===== src/rtl/vwr_pkg.sv =====
// Shared types and constants for the vertex weld and remap block.
// Depends on nothing; every rtl file refers to it by scoped names.
package vwr_pkg;

    // Default sizing, handed to the top level as parameter defaults
    localparam int VWR_MAX_VERTICES = 1024;
    localparam int VWR_COORD_WIDTH  = 32;

    // Fixed field widths
    localparam int CMD_WIDTH    = 2;
    localparam int REF_WIDTH    = 10;
    localparam int INDEX_WIDTH  = 10;
    localparam int TOTAL_WIDTH  = 11;
    localparam int STATUS_WIDTH = 2;
    localparam int TOL_WIDTH    = 21;

    localparam logic [TOL_WIDTH-1:0] TOL_RESET = 21'd11;

    // Depth of the queue between front and back
    localparam int QUEUE_DEPTH = 2;
    localparam int QPTR_WIDTH  = 1;
    localparam int QCNT_WIDTH  = 2;

    // Command codes on the input channel
    localparam logic [CMD_WIDTH-1:0] CMD_ADD   = 2'd0;
    localparam logic [CMD_WIDTH-1:0] CMD_REMAP = 2'd1;
    localparam logic [CMD_WIDTH-1:0] CMD_CLEAR = 2'd2;

    // Result status codes
    localparam logic [STATUS_WIDTH-1:0] STATUS_OK     = 2'd0;
    localparam logic [STATUS_WIDTH-1:0] STATUS_FULL   = 2'd1;
    localparam logic [STATUS_WIDTH-1:0] STATUS_UNSEEN = 2'd2;

    // Classified operation carried through the queue
    typedef enum logic [1:0] {
        OP_ADD   = 2'd0,
        OP_REMAP = 2'd1,
        OP_CLEAR = 2'd2,
        OP_NOP   = 2'd3
    } vwr_op_t;

    typedef struct packed {
        vwr_op_t                op;
        logic [REF_WIDTH-1:0]   vref;
    } vwr_ctrl_t;

endpackage


===== src/rtl/vwr_front.sv =====
// Front end: accepts input beats, classifies the command and queues the item.
// Depends on vwr_pkg.
module vwr_front #(
    parameter int COORD_WIDTH = vwr_pkg::VWR_COORD_WIDTH
) (
    input  logic                             clk,
    input  logic                             rst_n,
    input  logic                             in_valid,
    output logic                             in_ready,
    input  logic [vwr_pkg::CMD_WIDTH-1:0]    cmd,
    input  logic [3*COORD_WIDTH-1:0]         in_pos,
    input  logic [vwr_pkg::REF_WIDTH-1:0]    vertex_ref,
    output logic                             item_valid,
    input  logic                             item_ready,
    output vwr_pkg::vwr_ctrl_t               item_ctrl,
    output logic [3*COORD_WIDTH-1:0]         item_pos
);

    localparam int PW = 3 * COORD_WIDTH;

    vwr_pkg::vwr_ctrl_t                   q_ctrl_reg [vwr_pkg::QUEUE_DEPTH];
    logic [PW-1:0]                        q_pos_reg  [vwr_pkg::QUEUE_DEPTH];
    logic [vwr_pkg::QPTR_WIDTH-1:0]       wr_ptr_reg, wr_ptr_next;
    logic [vwr_pkg::QPTR_WIDTH-1:0]       rd_ptr_reg, rd_ptr_next;
    logic [vwr_pkg::QCNT_WIDTH-1:0]       count_reg, count_next;
    logic                                 push, pop;
    vwr_pkg::vwr_ctrl_t                   ctrl_in;

    function automatic vwr_pkg::vwr_op_t classify(input logic [vwr_pkg::CMD_WIDTH-1:0] c);
        vwr_pkg::vwr_op_t op;
        case (c)
            vwr_pkg::CMD_ADD:   op = vwr_pkg::OP_ADD;
            vwr_pkg::CMD_REMAP: op = vwr_pkg::OP_REMAP;
            vwr_pkg::CMD_CLEAR: op = vwr_pkg::OP_CLEAR;
            default:            op = vwr_pkg::OP_NOP;
        endcase
        return op;
    endfunction

    assign in_ready   = (count_reg != vwr_pkg::QCNT_WIDTH'(vwr_pkg::QUEUE_DEPTH));
    assign item_valid = (count_reg != '0);
    assign push       = in_valid && in_ready;
    assign pop        = item_valid && item_ready;
    assign item_ctrl  = q_ctrl_reg[rd_ptr_reg];
    assign item_pos   = q_pos_reg[rd_ptr_reg];

    always_comb
    begin
        ctrl_in.op   = classify(cmd);
        ctrl_in.vref = vertex_ref;
        wr_ptr_next  = push ? wr_ptr_reg + 1'b1 : wr_ptr_reg;
        rd_ptr_next  = pop  ? rd_ptr_reg + 1'b1 : rd_ptr_reg;
        count_next   = count_reg;
        if (push && !pop)
        begin
            count_next = count_reg + 1'b1;
        end
        else if (pop && !push)
        begin
            count_next = count_reg - 1'b1;
        end
    end

    always_ff @(posedge clk or negedge rst_n)
    begin
        if (!rst_n)
        begin
            wr_ptr_reg <= '0;
            rd_ptr_reg <= '0;
            count_reg  <= '0;
        end
        else
        begin
            wr_ptr_reg <= wr_ptr_next;
            rd_ptr_reg <= rd_ptr_next;
            count_reg  <= count_next;
        end
    end

    // Queue slots hold payload only
    always_ff @(posedge clk)
    begin
        if (push)
        begin
            q_ctrl_reg[wr_ptr_reg] <= ctrl_in;
            q_pos_reg[wr_ptr_reg]  <= in_pos;
        end
    end

endmodule


===== config.mk =====
export PLATFORM = sky130hd
export DESIGN_NAME = vwr_front
export DESIGN_NICKNAME = d
export VERILOG_FILES = /design/src/rtl/vwr_pkg.sv /design/src/rtl/vwr_front.sv
export SDC_FILE = /design/constraint.sdc
export NUM_CORES = 1
export LEC_CHECK = 0
export BUFFER_PORTS_ARGS = -buffer_cell sky130_fd_sc_hd__buf_2
export CORE_ASPECT_RATIO = 0.9
export CORE_MARGIN = 1.5
export CORE_UTILIZATION = 40
export CTS_CLUSTER_SIZE = 24
export DETAILED_ROUTE_END_ITERATION = 8
export PLACE_DENSITY = 0.66
export REMOVE_ABC_BUFFERS = 1
export SYNTH_ARGS = -nofsm -noshare
export SYNTH_HDL_FRONTEND = slang
export SYNTH_SLANG_ARGS = --single-unit

===== constraint.sdc =====
create_clock -name clk -period 5.45 [get_ports clk]
set_clock_uncertainty 0.05 [all_clocks]
set_input_delay 0.8175 -clock clk [delete_from_list [all_inputs] [get_ports clk]]
set_output_delay 0.8175 -clock clk [all_outputs]
set_load 0.01 [all_outputs]

==> flow_metrics.py <==
metrics = {
    "detailed_routing": {
        "first_pass_iters": 4,
        "post_drt_wl_per_cell_um": 16.79,
        "drt_wl_total_um": 14380,
        "drt_iter0_drc": 159,
        "dr_total_vias": 3978,
        "via_per_inst": 4.647,
        "antenna_left": 0,
        "drc": 0,
    },
    "worst_setup_path": {
        "cp_max_fo": 79,
        "cp_top_family": "flip-flops",
        "r2r_start": "count_reg[0]",
        "start_kind": "register",
        "cp_num_cells": 3,
        "setup.worst_path.end": "item_pos[27]",
        "cp.required_ps": 4580,
        "critPathArrivalTime_ps": 2740,
        "path_cells": "buf_4, mux2_2, buf_2",
        "path_buf_inv": 2,
        "reg2reg_depth": 3,
        "critical-path-max-stage-delay_ps": 1160,
        "crit_path_end_kind": "output port",
        "r2r-end": "q_pos_reg[1][42]",
        "regToRegSetupSlack_ps": 2920,
        "cp_slowest_cell": "dfrtp_4",
        "crit_start": "rd_ptr_reg",
        "critical_path_class": "reg2out",
    },
    "floorplanning": {
        "rows": 48,
        "die_w_um": 152.3,
        "design.core.area_sq_um": 19400,
        "die_h_um": 137.3,
        "io_pins": 222,
        "initial_core_util_pct": 41.34,
        "design.die.area_sq_um": 20910,
    },
    "cells_and_area": {
        "final_area_sq_um": 10130,
        "layoutNonFillerInstCount": 856,
        "fin_nets": 705,
        "diodes": 0,
        "layout_commonest_cell": "buf_2",
        "largest_reg_flops": 192,
        "area.growth.synth_to_final_pct": 26.36,
        "drive_above_1_share_pct": 60.73,
        "fin_util_pct": 52.24,
        "final_cell_mix": "buf_2 (221), edfxtp_1 (216), mux2_2 (98)",
    },
    "sta": {
        "fin_setup_tns_ps": 0,
        "maxSlewViolCount": 0,
        "fin_hold_ws_ps": 68.33,
        "worst_slew_pin_slew_ps": 1124,
        "hold_violations": 0,
        "finalCritPeriodShare_pct": 66.27,
        "min_period_ps": 3612,
        "setup_ws_ps": 1838,
        "rsz0062_at_grt": "no",
        "slew_headroom_pct": 25.05,
        "max_freq_mhz": 276.9,
        "setup-violations-final": 0,
    },
    "grt": {
        "grt_pass1_vias": 4164,
        "grt_pass1_wl_um": 21940,
        "antenna_found_initial": 2,
        "grt_start_max_net_pins": 80,
        "gr-total-overflow": 0,
        "grt_use_total_pct": 13.39,
    },
    "synthesis": {
        "yosysTopAreaCellShare_pct": 80.87,
        "synth-seq-area-share_pct": 82.12,
        "ys_seq_elements": 220,
        "synth_cell_types": 16,
        "synthTopCellsByArea": "edfxtp_1 (81%), mux2_2 (14%), mux2_4 (1.9%)",
        "syn_avg_cell_area_sq_um": 22.53,
        "netlist_area_sq_um": 8020,
        "syn_inst": 356,
        "ys_warn_count": 0,
        "yosysTopAreaCell": "edfxtp_1",
    },
    "clock_network": {
        "clockBufferDepth": 3,
        "worstSkewPairLatency_ps": 490,
        "hold_buffers": 0,
        "ctsResizeCount": 0,
        "cts_sinks": 220,
        "cts_buffers": 23,
        "htree_levels": 1,
        "cts_root_buf": "clkbuf_16",
        "path_clk_slew_ps": 60,
        "cts_tree": "built",
        "cts_setup_buffers": 0,
    },
    "power": {
        "powerDensity_nw_per_um2": 539.5,
        "finalPower_mw": 5.468,
        "power.leakage_nw": 3.812,
        "ir_drop_mv": 0.3461,
    },
    "status": {
        "status": "completed",
    },
    "worst_hold_path": {
        "worstHoldPathType": "in2async",
    },
    "placement": {
        "gp_congestion": 0.7070,
        "dp.cells": 817,
        "io_buffer_count": 221,
        "dp_hpwl_um": 9317,
        "dp_slack_ps": 2299,
        "place_area_sq_um": 9412,
    },
    "flow_run": {
        "drv_cap": 0,
    },
}
## Yosys cell counts (all sizes together)
cell type,instances
edfxtp,216
mux2,108
buf,12
dfrtp,4
xnor2,3
clkbuf,2
nand2,2
nor2,2
xor2,2
and3,1
ha,1
inv,1
nand2b,1
or2,1
## how the worst min path moves through the flow
stage,from,end,slack [ps],cells past startpoint
final,rst_n,rd_ptr_reg,70,1
after global routing,rst_n,rd_ptr_reg,60,1
after CTS,rst_n,count_reg[1],50,1
after detailed placement,count_reg[1],count_reg[1],430,1
after global placement,count_reg[1],count_reg[1],420,1
after floorplan,count_reg[1],count_reg[1],410,1
## power breakdown
part | leakage (nW) | switching (mW) | internal [mW]
registers | 2.05 | 0.205 | 2.32
clock network | 0.352 | 0.583 | 0.912
logic | 1.41 | 0.733 | 0.720
## logic make-up after synthesis
kind of cell / after synthesis / share of synthesized area (%)
fa+ha+maj: 1 / 0.1560
mux: 108 / 15.63
xor+xnor: 5 / 0.5461
buf+inv: 15 / 1.123
simple gates: 7 / 0.4214
flops: 220 / 82.12
## routing by layer
| metal | share of wire (%) | global-route usage, % | vias up |
|---|---|---|---|
| li1 | - | - | 1877 |
| met1 | 40 | 16.16 | 1911 |
| met2 | 50 | 22.85 | 148 |
| met3 | 7.6 | 4.341 | 38 |
| met4 | 2.8 | 4.585 | 4 |
| met5 | 0.17 | 0 | - |
## cell type report
type,count,area (sq um)
fill,1570,9264
tap,250,312.8
timing repair buffer,225,1149
clock inverter,11,128.9
sequential,220,6590
multi-input combinational,121,1356
inverter,1,3.754
clock buffer,28,594.3
Note: power is estimated with default switching activity, not from simulation.
